`config.mk`:
```
export PLATFORM = sky130hd
export DESIGN_NAME = bfa_map_ram
export DESIGN_NICKNAME = d
export VERILOG_FILES = /design/src/rtl/bfa_map_ram.sv
export SDC_FILE = /design/constraint.sdc
export NUM_CORES = 2
export LEC_CHECK = 0
export BUFFER_PORTS_ARGS = -buffer_cell sky130_fd_sc_hd__buf_4
export CORE_UTILIZATION = 45
export DETAILED_ROUTE_END_ITERATION = 6
export MAX_ROUTING_LAYER = met4
export RECOVER_POWER = 50
export SLEW_MARGIN = 20
export SYNTH_ARGS = -nofsm -noshare
export SYNTH_HDL_FRONTEND = slang
export SYNTH_SLANG_ARGS = --single-unit
```
`constraint.sdc`:
```
create_clock -name clk -period 11.4 [get_ports clk]
set_clock_uncertainty 0.15 [all_clocks]
set_input_delay 1.71 -clock clk [delete_from_list [all_inputs] [get_ports clk]]
set_output_delay 1.71 -clock clk [all_outputs]
set_load 0.005 [all_outputs]
```
`src/rtl/bfa_map_ram.sv`:
```
// Used/free map storage: one write port, one read port, registered read.
// Depends on nothing; instantiated by the top level.
module bfa_map_ram #(
  parameter int Depth = 128,
  parameter int Width = 32,
  parameter int AddrW = 7
) (
  input  logic             clk,
  input  logic             wr_en,
  input  logic [AddrW-1:0] wr_addr,
  input  logic [Width-1:0] wr_data,
  input  logic             rd_en,
  input  logic [AddrW-1:0] rd_addr,
  output logic [Width-1:0] rd_data
);

  logic [Width-1:0] mem [Depth];

  always_ff @(posedge clk) begin
    if (wr_en) begin
      mem[wr_addr] <= wr_data;
    end
  end

  always_ff @(posedge clk) begin
    if (rd_en) begin
      rd_data <= mem[rd_addr];
    end
  end

endmodule

```
==> reports/metrics.yaml <==
synth-edff-count: 4128
synth_xor_area_frac: 0
p_sw_mw: 6.65
hold_viol: 0
placed_cells: 10500
die_w_um: 592
reg2reg_slack_ns: 8.44
area_growth_pct: 13.1
drc_errors: 0
finalPower_mw: 31.6
clk_pin_slew_worst_paths_ns: 0.06
vias: 70900
cts_tree: "done"
ys_seq_area_frac: 0.792
grt_first_pass_wirelength_um: 577000
worst_pin_slew_ns: 4.39
worst_r2r_path_depth: 4
violations: "capacitance limit, slew limit"
async_flop_share: 0
ant_nets: 0
cp_slowest_cell: "clkbuf_1"
fin_crit_ns: 6.88
leakage_nw: 53.6
fmax_mhz: 145
ys.flop_type: "edfxtp_1"
critPathRequiredTime_ns: 11.41
p_sw_frac: 0.211
grt_max_degree: 143
r2r_end: "rd_data[1]"
yosysUniqueCellTypes: 16
dp_hpwl_um: 220000
synth_fa_ha_area_frac: 0
yosysWarnings: 0
routed_via_density: 6.26
start_util: 0.452
portBuffers: 80
path_buf_inv: 2
maxSlewViolCount: 4261
wl_per_cell_um: 36.9
grt_usage: 0.247
finalWorstSetupSlack_ns: 4.52
antenna_found_initial: 62
critical_path_class: "input port to register"
synth_compound_area_frac: 0
insertion_delay_ns: 0.97
worst-path-max-fanout: 65
row_count: 216
min_from: "mem[65][24]"
synth_seq_cells: 4128
timing.critical_path.cells: "clkbuf_1 -> clkbuf_1"
layoutNonFillerInstCount: 11300
synth.top_cell.area_share: 0.792
post_cts_buffers: 0
synthMuxAreaShare: 0.196
hold_class: "register to register"
tns_ns: 0
grt_overflow: 0
crit_family: "buffers and inverters"
synthTopCellsByCount: "edfxtp_1, mux4_2, clkbuf_1, nor2_1, buf_2"
reg2reg_from: "mem[63][1]"
fin_crit_sh: 0.603
numCtsBuffers: 407
synth_top_family_by_area: "multiplexers"
die_h_um: 592
dr.pass1.iters: 5
io_pins: 81
yosys.area_share.simple: 0.00445
gp_congestion: 0.820
cp-start-kind: "input port"
syn_area_um2: 157000
cts_root_buf: "clkbuf_16"
endpoint_kind: "register"
nNetsFinal: 6424
ctsHoldBuffers: 0
maxCapViolations: 67
cp_common_cell: "clkbuf_1"
avgSynthCellArea_um2: 26.1
power_frac_comb: 0.050
post-route-util: 0.512
crit_path_max_incr_delay_ns: 2.97
cts_resized: 0
clkPwrFrac: 0.415
status: "finished with violations"
core_area_um2: 346000
first_global_vias: 71400
whs_endpoint: "rd_data[24]"
dieArea_um2: 350000
dr.first_iter.drc_count: 9502
h-tree-depth: 5
cts_num_sinks: 4128
drive_gt1_frac: 0.343
p_per_area_nw_per_um2: 178
rsz0062_at_grt: "no"
irDropWorstVdd_mv: 0.126
relSlewSlack: -1.93
cts_buffer_depth: 4
yosysTopAreaCell: "edfxtp_1"
setup_violations: 0
synth_cells: 5990
post-place-ws_ns: 4.69
wl_um: 419000
hold_depth: 4
p_int_mw: 24.9
pwr-share-seq: 0.534
syn_nets: 6039
yosysMostFrequentCell: "edfxtp_1"
yosys-top-cells-area: "edfxtp_1, mux4_2, clkbuf_1"
arrival_ns: 6.89
[per-layer routing]
metal	track usage	up-vias	share of wire
li1	-	27300	-
met1	0.344	39700	0.40
met2	0.378	3434	0.48
met3	0.0404	556	0.087
met4	0.0792	0	0.036
met5	-	-	0
[state kept, by name, summed over array words and instances (netlist names)]
register,cells
mem,4096
rd_data,32
[layout by cell type (no fill, tap or decap), types with 3 or more instances in the layout]
cell        Yosys  final
mux4_2       1344   1344
inv_6           0      9
clkbuf_1      182    146
nand2_1        14     13
clkinv_8        0      3
nor2_1        122     11
nand3_2         0      4
clkinv_1        0     90
nor2b_1         7      7
clkinvlp_4      0     15
bufinv_16       0     36
nor3_2          0      9
buf_4           3    206
mux2_2         32     32
nor2_4          0    111
clkbuf_16       0    419
edfxtp_1     4128   4128
nand3_1        12      8
clkinv_2        0     84
buf_12          0     15
diode_2         0     54
buf_8           0      3
clkinv_4        0      4
nand4_1         3      3
[layout make-up]
class,instances,area [um^2]
clock buffer,499,10800
timing repair buffer,292,2180
multi-input combinational,1546,32200
clock inverter,242,2140
tap,4578,5730
fill,26300,169000
sequential,4128,124000
antenna,54,135
[worst max-delay path by stage]
| stage | start | cells after the start | to |
|---|---|---|---|
| floorplan | wr_en | 3 | mem[98][0] |
| global placement | rd_addr[0] | 7 | rd_data[16] |
| detailed placement | rd_addr[0] | 7 | rd_data[16] |
| CTS | rd_addr[0] | 7 | rd_data[16] |
| global route | wr_data[7] | 2 | mem[49][7] |
| finish | wr_data[7] | 2 | mem[55][7] |
[power groups by stage]
stage | sequential (mW) | combinational, mW | clock, mW
finish | 16.9 | 1.59 | 13.1
global route | 16.9 | 1.65 | 13.9
CTS | 16.8 | 1.61 | 13.3
detailed placement | 17.2 | 1.61 | 0
global placement | 17.1 | 1.59 | 0
floorplan | 17.1 | 0.809 | 0
[per-stage QoR]
step / area, um^2 / hold WS, ns
CTS: 177000 / 1.01
detailed placement: 164000 / 1.05
global placement: 164000 / 1.03
global route: 177000 / 1.07
floorplan: 157000 / 0.999
finish: 177000 / 1.04
[kinds of logic (layout without fill, tap and decap cells)]
kind of cell / count (synthesis) / count (layout)
flip-flops: 4128 / 4128
AND/OR/NAND/NOR: 170 / 170
buffers and inverters: 316 / 1033
multiplexers: 1376 / 1376
other: 0 / 54
Power figures use the tool's default switching activity.
