File: src/rtl/bfa_word_enc.sv
// Lowest-free-frame encoder for one map word (MSB is the lowest frame).
// Frames at or past span are masked off. No package dependencies.
module bfa_word_enc #(
  parameter int WordBits = 32,
  parameter int OffW     = 5,
  parameter int BaseW    = 14
) (
  input  logic [WordBits-1:0] word,
  input  logic [BaseW-1:0]    span,
  output logic                hit,
  output logic [OffW-1:0]     pos
);

  logic [WordBits-1:0] avail;

  always_comb begin
    for (int j = 0; j < WordBits; j++) begin
      avail[j] = !word[WordBits-1-j] && (BaseW'(j) < span);
    end
  end

  always_comb begin
    hit = 1'b0;
    pos = '0;
    for (int j = WordBits - 1; j >= 0; j--) begin
      if (avail[j]) begin
        hit = 1'b1;
        pos = OffW'(j);
      end
    end
  end

endmodule

File: config.mk
export PLATFORM = sky130hd
export DESIGN_NAME = bfa_word_enc
export DESIGN_NICKNAME = d
export VERILOG_FILES = /design/src/rtl/bfa_word_enc.sv
export SDC_FILE = /design/constraint.sdc
export NUM_CORES = 1
export LEC_CHECK = 0
export ABC_AREA = 1
export BUFFER_PORTS_ARGS = -buffer_cell sky130_fd_sc_hd__buf_2
export CAP_MARGIN = 30
export CORE_MARGIN = 5
export CORE_UTILIZATION = 41
export DETAILED_ROUTE_END_ITERATION = 10
export PLACE_DENSITY = 0.8
export SLEW_MARGIN = 20
export SYNTH_ARGS = -nofsm -noshare
export SYNTH_HDL_FRONTEND = slang
export SYNTH_SLANG_ARGS = --single-unit
File: constraint.sdc
create_clock -name vclk -period 1.7
set_input_delay 0 -clock vclk [all_inputs]
set_output_delay 0 -clock vclk [all_outputs]
set_load 0.02 [all_outputs]
==> summary.txt, run 1 <==
Status -> complete, but fails checks
Failing checks -> negative setup slack
Hold Vio Cnt, Final -> 0
Nets -> 338
Sequential element share of the synthesized area -> 0%
Core Rows -> 16
Sequential cell area -> 0 sq um
Most common cell after layout, fill and taps aside -> nand2_1
Post-synthesis cell type count -> 23
HPWL Detailed -> 2951 um
Clock power share -> 0%
DRC -> 0
Post-route ant nets -> 0
Worst setup path category -> in2out
Die height -> 55.19 um
Synth warn -> 0
IO Count -> 52
Startpoint types -> input pin
Fin. max-slew vios -> 0
DR iter-0 viols -> 120
Peak VDD IR -> 0.0001878 V
Core area -> 1962 sq um
Num sequential -> 0
Final setup viols -> 6
GRT Resource Usage Total -> 24.92%
Finished Cell Area -> 1831 sq um
CP dominant cell by count -> nand2_1
Inst Count DP -> 308
Non-filler cells, final -> 317
Largest stage delay, worst path -> 0.16 ns
Slack of the critical path -> -1.171 ns
Initial core utilization -> 42.67%
Worst hold slack -> 0.5038 ns
Finished Core Util -> 93.30%
Cell Pwr Density -> 198.4 nW/um^2
Drt via density -> 5.924
Fin crit period -> 2.871 ns
# port buffers -> 52
Max Cap Violations -> 0
Max Fclk -> 348.3 MHz
Largest net degree at the start of global routing -> 9
RSZ-0062 raised after global routing -> yes
Post-Syn Instances -> 182
Switching share of power -> 51.07%
Clock buffer cells -> 0
Mapped Area -> 837.1 sq um
Most frequent cells in the layout -> nand2_1, buf_4, buf_2
Avg WL per Cell -> 17.79 um
NetSw -> 0.1855 mW
DP Area -> 1559 sq um
Critical path arrival -> 2.87 ns
Die Wd -> 55.19 um
Syn_nets -> 228
Logic pwr share -> 100.0%
P&R area growth vs syn -> 118.7%
Share of cells above drive strength 1 -> 51.72%
Reg power frac -> 0%
CP max stage cell -> o21ai_4
Slew @ Worst Pin -> 0.3684 ns
Post-Place Worst Slack -> -0.6068 ns
Relative slew slack -> 75.18%
DR pass1 iterations -> 5
Int Pwr -> 0.1777 mW
Vias in the first global route -> 1,478
Initial antenna violation count -> 0
First-pass GRT wire length -> 5623 um
Via Count -> 1,878
Wirelength, routed -> 5640 um
Required time worst endpoint -> 1.70 ns
Crit end category -> primary output
Overflow after GRT -> 0
Die area -> 3045 sq um
Cts hold-fix bufs -> 0
Critical path fanouts, max -> 3
Pleak -> 0.9873 nW
Hold WC Path Type -> in2out
Post-Syn Area per Cell -> 4.599 sq um
Placer Congestion -> 0.8583
Period utilisation layout -> 168.9%
ANT cells -> 0
## final timing paths
check / slack [ns] / endpoint / cells after the start / start
max: -1.17 / pos[0] / 37 / span[4]
min: 0.50 / pos[0] / 5 / word[30]
## through the flow
step,TNS (ns),total power [mW]
2_1_floorplan,-0.7386,0.1253
3_3_place_gp,-2.267,0.2684
3_5_place_dp,-2.921,0.2762
4_1_cts,-2.169,0.2910
5_1_grt,-5.178,0.3901
6_report,-4.325,0.3632
## cells in the mapped netlist (all sizes together)
master	n	area, sq um
a31oi	7	43.79
o21bai	6	48.80
nor3	1	5.000
o21ai	11	58.81
o31ai	1	7.510
or2	3	18.77
a311o	1	11.26
nor2	37	161.4
inv	20	75.07
a41oi	1	8.760
a21oi	7	38.79
buf	1	7.510
nand3	4	20.02
nand3b	2	15.01
nand2	78	302.8
a21boi	1	7.510
nand4	1	6.260
## critical path: cells and delay by family
kind,cells,cell delay (ns)
AND/OR/NAND/NOR,31,2.15
AO/OA/AOI/OAI,2,0.30
buffers and inverters,4,0.43
## routing by layer
layer | up-vias | wire [um] | track usage [%]
met5 | - | 0 | 0
met4 | 0 | 505 | 9.312
met3 | 70 | 586 | 3.217
met2 | 189 | 2745 | 52.95
met1 | 816 | 1804 | 23.17
li1 | 803 | - | -
## timing repair
| item | 4_1_cts | 5_1_grt |
|---|---|---|
| setup endpoints to repair | 6 | 6 |
| pin swaps | 12 | 19 |
| gates resized for setup | 20 | 34 |
| buffers inserted | 4 | 7 |
| hold endpoints to repair | 0 | 0 |
## power groups by stage
stage                     logic (mW)  clock network (mW)  registers (mW)
after floorplan                0.125                   0               0
after CTS                      0.291                   0               0
after global routing           0.390                   0               0
after global placement         0.268                   0               0
after detailed placement       0.276                   0               0
final                          0.363                   0               0
## layout make-up
| cell class | count | area, sq um |
|---|---|---|
| fill | 67 | 131.4 |
| inverter | 20 | 80.08 |
| multi-input combinational | 161 | 920.9 |
| tap | 27 | 33.78 |
| timing repair buffer | 109 | 795.8 |
## kinds of logic after synthesis
logic type	share of synthesized area, %
buffers and inverters	9.866
AOI/OAI and AO/OA	26.91
and+or+nand+nor	63.23
Note: power is estimated with default switching activity, not from simulation.
==> inputs of run 2 (changes only) <==
--- a/config.mk
+++ b/config.mk
@@ -5,13 +5,12 @@
 export SDC_FILE = /design/constraint.sdc
 export NUM_CORES = 1
 export LEC_CHECK = 0
-export ABC_AREA = 1
 export BUFFER_PORTS_ARGS = -buffer_cell sky130_fd_sc_hd__buf_2
 export CAP_MARGIN = 30
 export CORE_MARGIN = 5
-export CORE_UTILIZATION = 41
+export CORE_UTILIZATION = 45
 export DETAILED_ROUTE_END_ITERATION = 10
-export PLACE_DENSITY = 0.8
+export PLACE_DENSITY = 0.76
 export SLEW_MARGIN = 20
 export SYNTH_ARGS = -nofsm -noshare
 export SYNTH_HDL_FRONTEND = slang
==> constraint.sdc (replaced) <==
create_clock -name vclk -period 2.7
set_input_delay 0 -clock vclk [all_inputs]
set_output_delay 0 -clock vclk [all_outputs]
set_load 0.02 [all_outputs]
==> run 2 against run 1 <==
  * Combinational power fell by 51%
  * Highest routed layer unchanged
  * The flow now finishes without violations
  * Final area fell by 18%
  * Clock-buffer cell count did not move
==> summary.txt, run 2 <==
Period utilisation layout -> 80.82%
Num sequential -> 0 (unchanged)
Via Count -> 1,682 (-10%)
P&R area growth vs syn -> 22.20%
Hold WC Path Type -> in2out
Post-cts sizing count -> 0 (-100%)
Final setup viols -> 0 (-6)
DRC -> 0 (unchanged)
Critical path arrival -> 2.18 ns (-0.69 ns)
Finished Core Util -> 55.89% (-37 points)
Int Pwr -> 0.07265 mW (-59%)
IO Count -> 52 (unchanged)
Post-Syn Area per Cell -> 6.606 sq um (+44%)
Avg WL per Cell -> 16.10 um (-9.5%)
Overflow after GRT -> 0 (unchanged)
Wirelength, routed -> 4187 um (-26%)
Share of cells above drive strength 1 -> 32.31% (-19 points)
Critical path fanouts, max -> 7 (+4)
Count leader, synth -> nor2_1
Die Wd -> 62.26 um (+13%)
Most frequent cells in the layout -> buf_2, nor2_1, o21ai_0, a21oi_1, inv_1
DR iter-0 viols -> 157 (+31%)
Startpoint types -> input pin
# port buffers -> 52 (unchanged)
DR pass1 iterations -> 5 (unchanged)
Fin crit period -> 2.182 ns
Required time worst endpoint -> 2.70 ns (+1.00 ns)
Post-synthesis cell type count -> 60 (+160%)
Relative slew slack -> 55.48% (-20 points)
Logic pwr share -> 100.0% (about the same)
HPWL Detailed -> 3286 um (+11%)
Pleak -> 0.5963 nW (-40%)
Reg power frac -> 0% (unchanged)
Initial antenna violation count -> 0 (unchanged)
NetSw -> 0.1066 mW (-43%)
Cts hold-fix bufs -> 0 (unchanged)
Hold depth -> 5 (unchanged)
Clock power share -> 0% (unchanged)
Non-filler cells, final -> 260 (-18%)
Post-synth top cells -> nor2_1, a21oi_1, o21ai_0
Largest net degree at the start of global routing -> 27 (+18)
Placer Congestion -> 0.9605 (+12%)
Crit end category -> primary output
Most common cell after layout, fill and taps aside -> buf_2
First-pass GRT wire length -> 6686 um (+19%)
Sequential cell area -> 0 sq um (unchanged)
DP Area -> 1501 sq um (-3.7%)
Setup_tns -> 0 ns (+4.325 ns)
Initial core utilization -> 45.74% (+3.1 points)
Worst setup path category -> in2out
Post-Syn Instances -> 186 (+2.2%)
Die area -> 3876 sq um (+27%)
Synth area leader -> a41oi_1
Switching share of power -> 59.47% (+8.4 points)
Peak VDD IR -> 0.00009471 V (-50%)
Cell Pwr Density -> 119.4 nW/um^2 (-40%)
Slew @ Worst Pin -> 0.6616 ns (+0.2932 ns)
Top post-synthesis cells by area -> a41oi_1, a21oi_1, o21ai_0
Finished Cell Area -> 1501 sq um (-18%)
Synth top area share -> 7.128% (-26 points)
Vias in the first global route -> 1,500 (+1.5%)
Post-CTS Setup Inserts -> 0 (-4)
Syn_nets -> 232 (+1.8%)
Status -> complete, no violations
Pwr Total -> 0.1792 mW (-51%)
Inst Count DP -> 260 (-16%)
Sequential element share of the synthesized area -> 0% (unchanged)
Synth warn -> 0 (unchanged)
GRT Resource Usage Total -> 19.31% (-5.6 points)
Die height -> 62.26 um (+13%)
Clock buffer cells -> 0 (unchanged)
Mapped Area -> 1229 sq um (+47%)
Max Cap Violations -> 0 (unchanged)
Drt via density -> 6.469 (+9.2%)
Core Rows -> 19 (+3)
ANT cells -> 0 (unchanged)
Core area -> 2686 sq um (+37%)
Max Fclk -> 458.3 MHz
Post-route ant nets -> 0 (unchanged)
Nets -> 277 (-18%)
Fin. max-slew vios -> 0 (unchanged)
Hold Vio Cnt, Final -> 0 (unchanged)
RSZ-0062 raised after global routing -> no
run 2: changes by cell type after synthesis, moves of 5 or more:
| cell | change |
|---|---|
| nand2_1 | -66 |
| nor2_1 | -18 |
| clkbuf_1 | +9 |
| nor2b_1 | +5 |
| inv_1 | -6 |
| a41oi_1 | +9 |
| a21oi_1 | +7 |
run 2: cells by family (layout without fill, tap and decap cells):
family | count (synthesis) | after routing | synth area share (%)
AO/OA/AOI/OAI | 90 | 90 | 55.50
AND/OR/NAND/NOR | 70 | 70 | 35.64
buffers and inverters | 26 | 69 | 8.858
run 2: critical path: stages:
cell	delay [ns]
buf_2	0.12
or4_4	0.62
a2111oi_2	0.43
o21bai_1	0.18
nand4b_1	0.23
nor3_1	0.33
nand3b_1	0.11
buf_2	0.17
run 2: power by group through the flow:
stage	logic [mW]	registers, mW	clock network, mW
CTS	0.177	0	0
global placement	0.175	0	0
detailed placement	0.176	0	0
global route	0.196	0	0
floorplan	0.107	0	0
finish	0.179	0	0
run 2: worst paths after layout:
check	startpoint	end	slack [ns]
worst max-delay path	span[8]	hit	0.52
worst min-delay path	word[25]	pos[0]	0.47
run 2: metrics by stage:
step | hold slack [ns] | setup slack, ns
5_1_grt | 0.5291 | 0.4069
2_1_floorplan | 0.2481 | 0.7924
4_1_cts | 0.4814 | 0.5660
3_3_place_gp | 0.4741 | 0.6326
6_report | 0.4731 | 0.5179
3_5_place_dp | 0.4784 | 0.5855
run 2: final cells by class:
| cell class | count | area (sq um) |
|---|---|---|
| fillers | 308 | 1185 |
| inverters | 12 | 45.04 |
| multi-input cells | 160 | 1120 |
| well taps | 31 | 38.79 |
| repair buffers | 57 | 297.8 |
run 2: layer usage:
metal | routed length, um | global-route usage, % | up-vias | part of all wire [%]
met5 | 0 | 0 | - | 0
met4 | 16 | 2.653 | 0 | 0.38
met1 | 1864 | 28.48 | 742 | 45
met2 | 1900 | 30.05 | 88 | 45
li1 | - | - | 850 | -
met3 | 406 | 2.883 | 2 | 9.7
==> inputs of run 3 (changes only) <==
==> constraint.sdc (replaced) <==
create_clock -name vclk -period 2.19
set_input_delay 0 -clock vclk [all_inputs]
set_output_delay 0 -clock vclk [all_outputs]
set_load 0.02 [all_outputs]
==> run 3 against run 2 <==
  * Critical path depth unchanged
  * Routed wire length grew 1.8%
  * Sequential cell count unchanged
  * Sequential share of layout area is the same
  * Critical endpoint is now pos[3]
  * Combinational power increased by 26%
  * Global-route usage rose by 1.3 points
  * Highest routed layer unchanged
  * Cell count grew 1.2%
  * Setup slack worse by 0.37 ns
==> summary.txt, run 3 (synthesis results as in run 2) <==
Via Count -> 1,735 (+3.2%)
Drt via density -> 6.597 (+2.0%)
Hold Vio Cnt, Final -> 0 (unchanged)
Int Pwr -> 0.09149 mW (+26%)
Hold WC Path Type -> in2out
Required time worst endpoint -> 2.19 ns (-0.51 ns)
Clock buffer cells -> 0 (unchanged)
Switching share of power -> 59.50% (about the same)
Share of cells above drive strength 1 -> 34.48% (+2.2 points)
DRC -> 0 (unchanged)
Overflow after GRT -> 0 (unchanged)
Vias in the first global route -> 1,542 (+2.8%)
Initial antenna violation count -> 0 (unchanged)
Logic pwr share -> 100.0% (about the same)
Sequential cell area -> 0 sq um (unchanged)
Period utilisation layout -> 93.33%
Initial core utilization -> 45.74% (unchanged)
Die Wd -> 62.26 um (unchanged)
CP Cell Sequence -> buf_2 > or4_4 > nor4_2 > o22a_2 > nand2_2 > or3b_1 > a21oi_1 > buf_2
Non-filler cells, final -> 263 (+1.2%)
Fin crit period -> 2.044 ns
CP dominant cell by count -> buf_2
Nets -> 280 (+1.1%)
Clock power share -> 0% (unchanged)
Reg power frac -> 0% (unchanged)
Die height -> 62.26 um (unchanged)
Most frequent cells in the layout -> buf_2, nor2_1, o21ai_0, a21oi_1, inv_1
Critical path fanouts, max -> 7 (unchanged)
Crit end category -> primary output
Num sequential -> 0 (unchanged)
Critical Path Source -> span[8]
Relative slew slack -> 71.03% (+16 points)
First-pass GRT wire length -> 7127 um (+6.6%)
GRT Resource Usage Total -> 20.61% (+1.3 points)
ANT cells -> 0 (unchanged)
Final setup viols -> 0 (unchanged)
Fin. max-slew vios -> 0 (unchanged)
Largest stage delay, worst path -> 0.62 ns (about the same)
Die area -> 3876 sq um (unchanged)
NetSw -> 0.1344 mW (+26%)
# port buffers -> 52 (unchanged)
DR iter-0 viols -> 179 (+14%)
Critical path arrival -> 2.04 ns (-0.14 ns)
Placer Congestion -> 0.9526 (-0.82%)
Slew @ Worst Pin -> 0.4346 ns (-0.2270 ns)
Max Cap Violations -> 0 (unchanged)
Post-route ant nets -> 0 (unchanged)
Most common cell after layout, fill and taps aside -> buf_2
P&R area growth vs syn -> 25.36%
Min-delay src -> word[25]
CP max stage cell -> or4_4
Core area -> 2686 sq um (unchanged)
Avg WL per Cell -> 16.21 um (+0.63%)
Startpoint types -> input pin
Pleak -> 0.6123 nW (+2.7%)
Wirelength, routed -> 4262 um (+1.8%)
Largest net degree at the start of global routing -> 27 (unchanged)
RSZ-0062 raised after global routing -> yes
Cell Pwr Density -> 146.7 nW/um^2 (+23%)
IO Count -> 52 (unchanged)
Peak VDD IR -> 0.0001226 V (+29%)
Max Fclk -> 489.3 MHz
Core Rows -> 19 (unchanged)
Pwr Total -> 0.2259 mW (+26%)
Inst Count DP -> 262 (+0.77%)
DR pass1 iterations -> 4 (-1)
Worst setup path category -> in2out
Status -> complete, no violations
HPWL Detailed -> 3344 um (+1.7%)
[run 3: cell types whose count changed in the layout (fill, tap and decap cells not counted)]
cell	delta
nor3_1	-2
a2111oi_2	+1
nor3_2	+2
buf_4	+3
a2111oi_0	-1
[run 3: timing repair]
item	in CTS	in global routing
endpoints found under the setup margin	0	5
resized for setup	0	4
setup buffers	0	1
hold buffers	0	0
[run 3: cell type report]
| cell class | instances | area, sq um |
|---|---|---|
| tap | 31 | 38.79 |
| multi-input combinational | 160 | 1136 |
| fill | 283 | 1146 |
| inverter | 12 | 45.04 |
| timing repair buffer | 60 | 320.3 |
[run 3: stage by stage]
| step | setup WS [ns] | hold WS (ns) | area [sq um] | setup TNS [ns] | utilization [%] |
|---|---|---|---|---|---|
| 3_5_place_dp | 0.07462 | 0.4717 | 1516 | 0 | 56.45 |
| 3_3_place_gp | 0.1118 | 0.4746 | 1516 | 0 | 56.45 |
| 4_1_cts | 0.07598 | 0.4732 | 1516 | 0 | 56.45 |
| 6_report | 0.1461 | 0.4708 | 1540 | 0 | 57.34 |
| 5_1_grt | -0.001042 | 0.5219 | 1540 | -0.001042 | 57.34 |
| 2_1_floorplan | 0.2824 | 0.2481 | 1229 | 0 | - |
[run 3: final timing paths]
| check | end | cells after the start |
|---|---|---|
| min | pos[0] | 5 |
| max | pos[3] | 8 |
[run 3: layer usage]
layer	vias up	track usage [%]	share of wire, %
met3	4	3.063	11
met5	-	0	0
li1	851	-	-
met2	102	32.51	45
met4	0	2.918	0.35
met1	778	29.99	43
[run 3: power groups by stage]
stage	combinational [mW]	sequential [mW]	clock [mW]
6_report	0.226	0	0
5_1_grt	0.248	0	0
4_1_cts	0.221	0	0
3_5_place_dp	0.220	0	0
3_3_place_gp	0.218	0	0
2_1_floorplan	0.132	0	0
[run 3: worst max-delay path: cells and delay by family]
kind                   cells  cell delay, ns
AOI/OAI and AO/OA          2            0.37
and+or+nand+nor            4            1.37
buffers and inverters      2            0.30
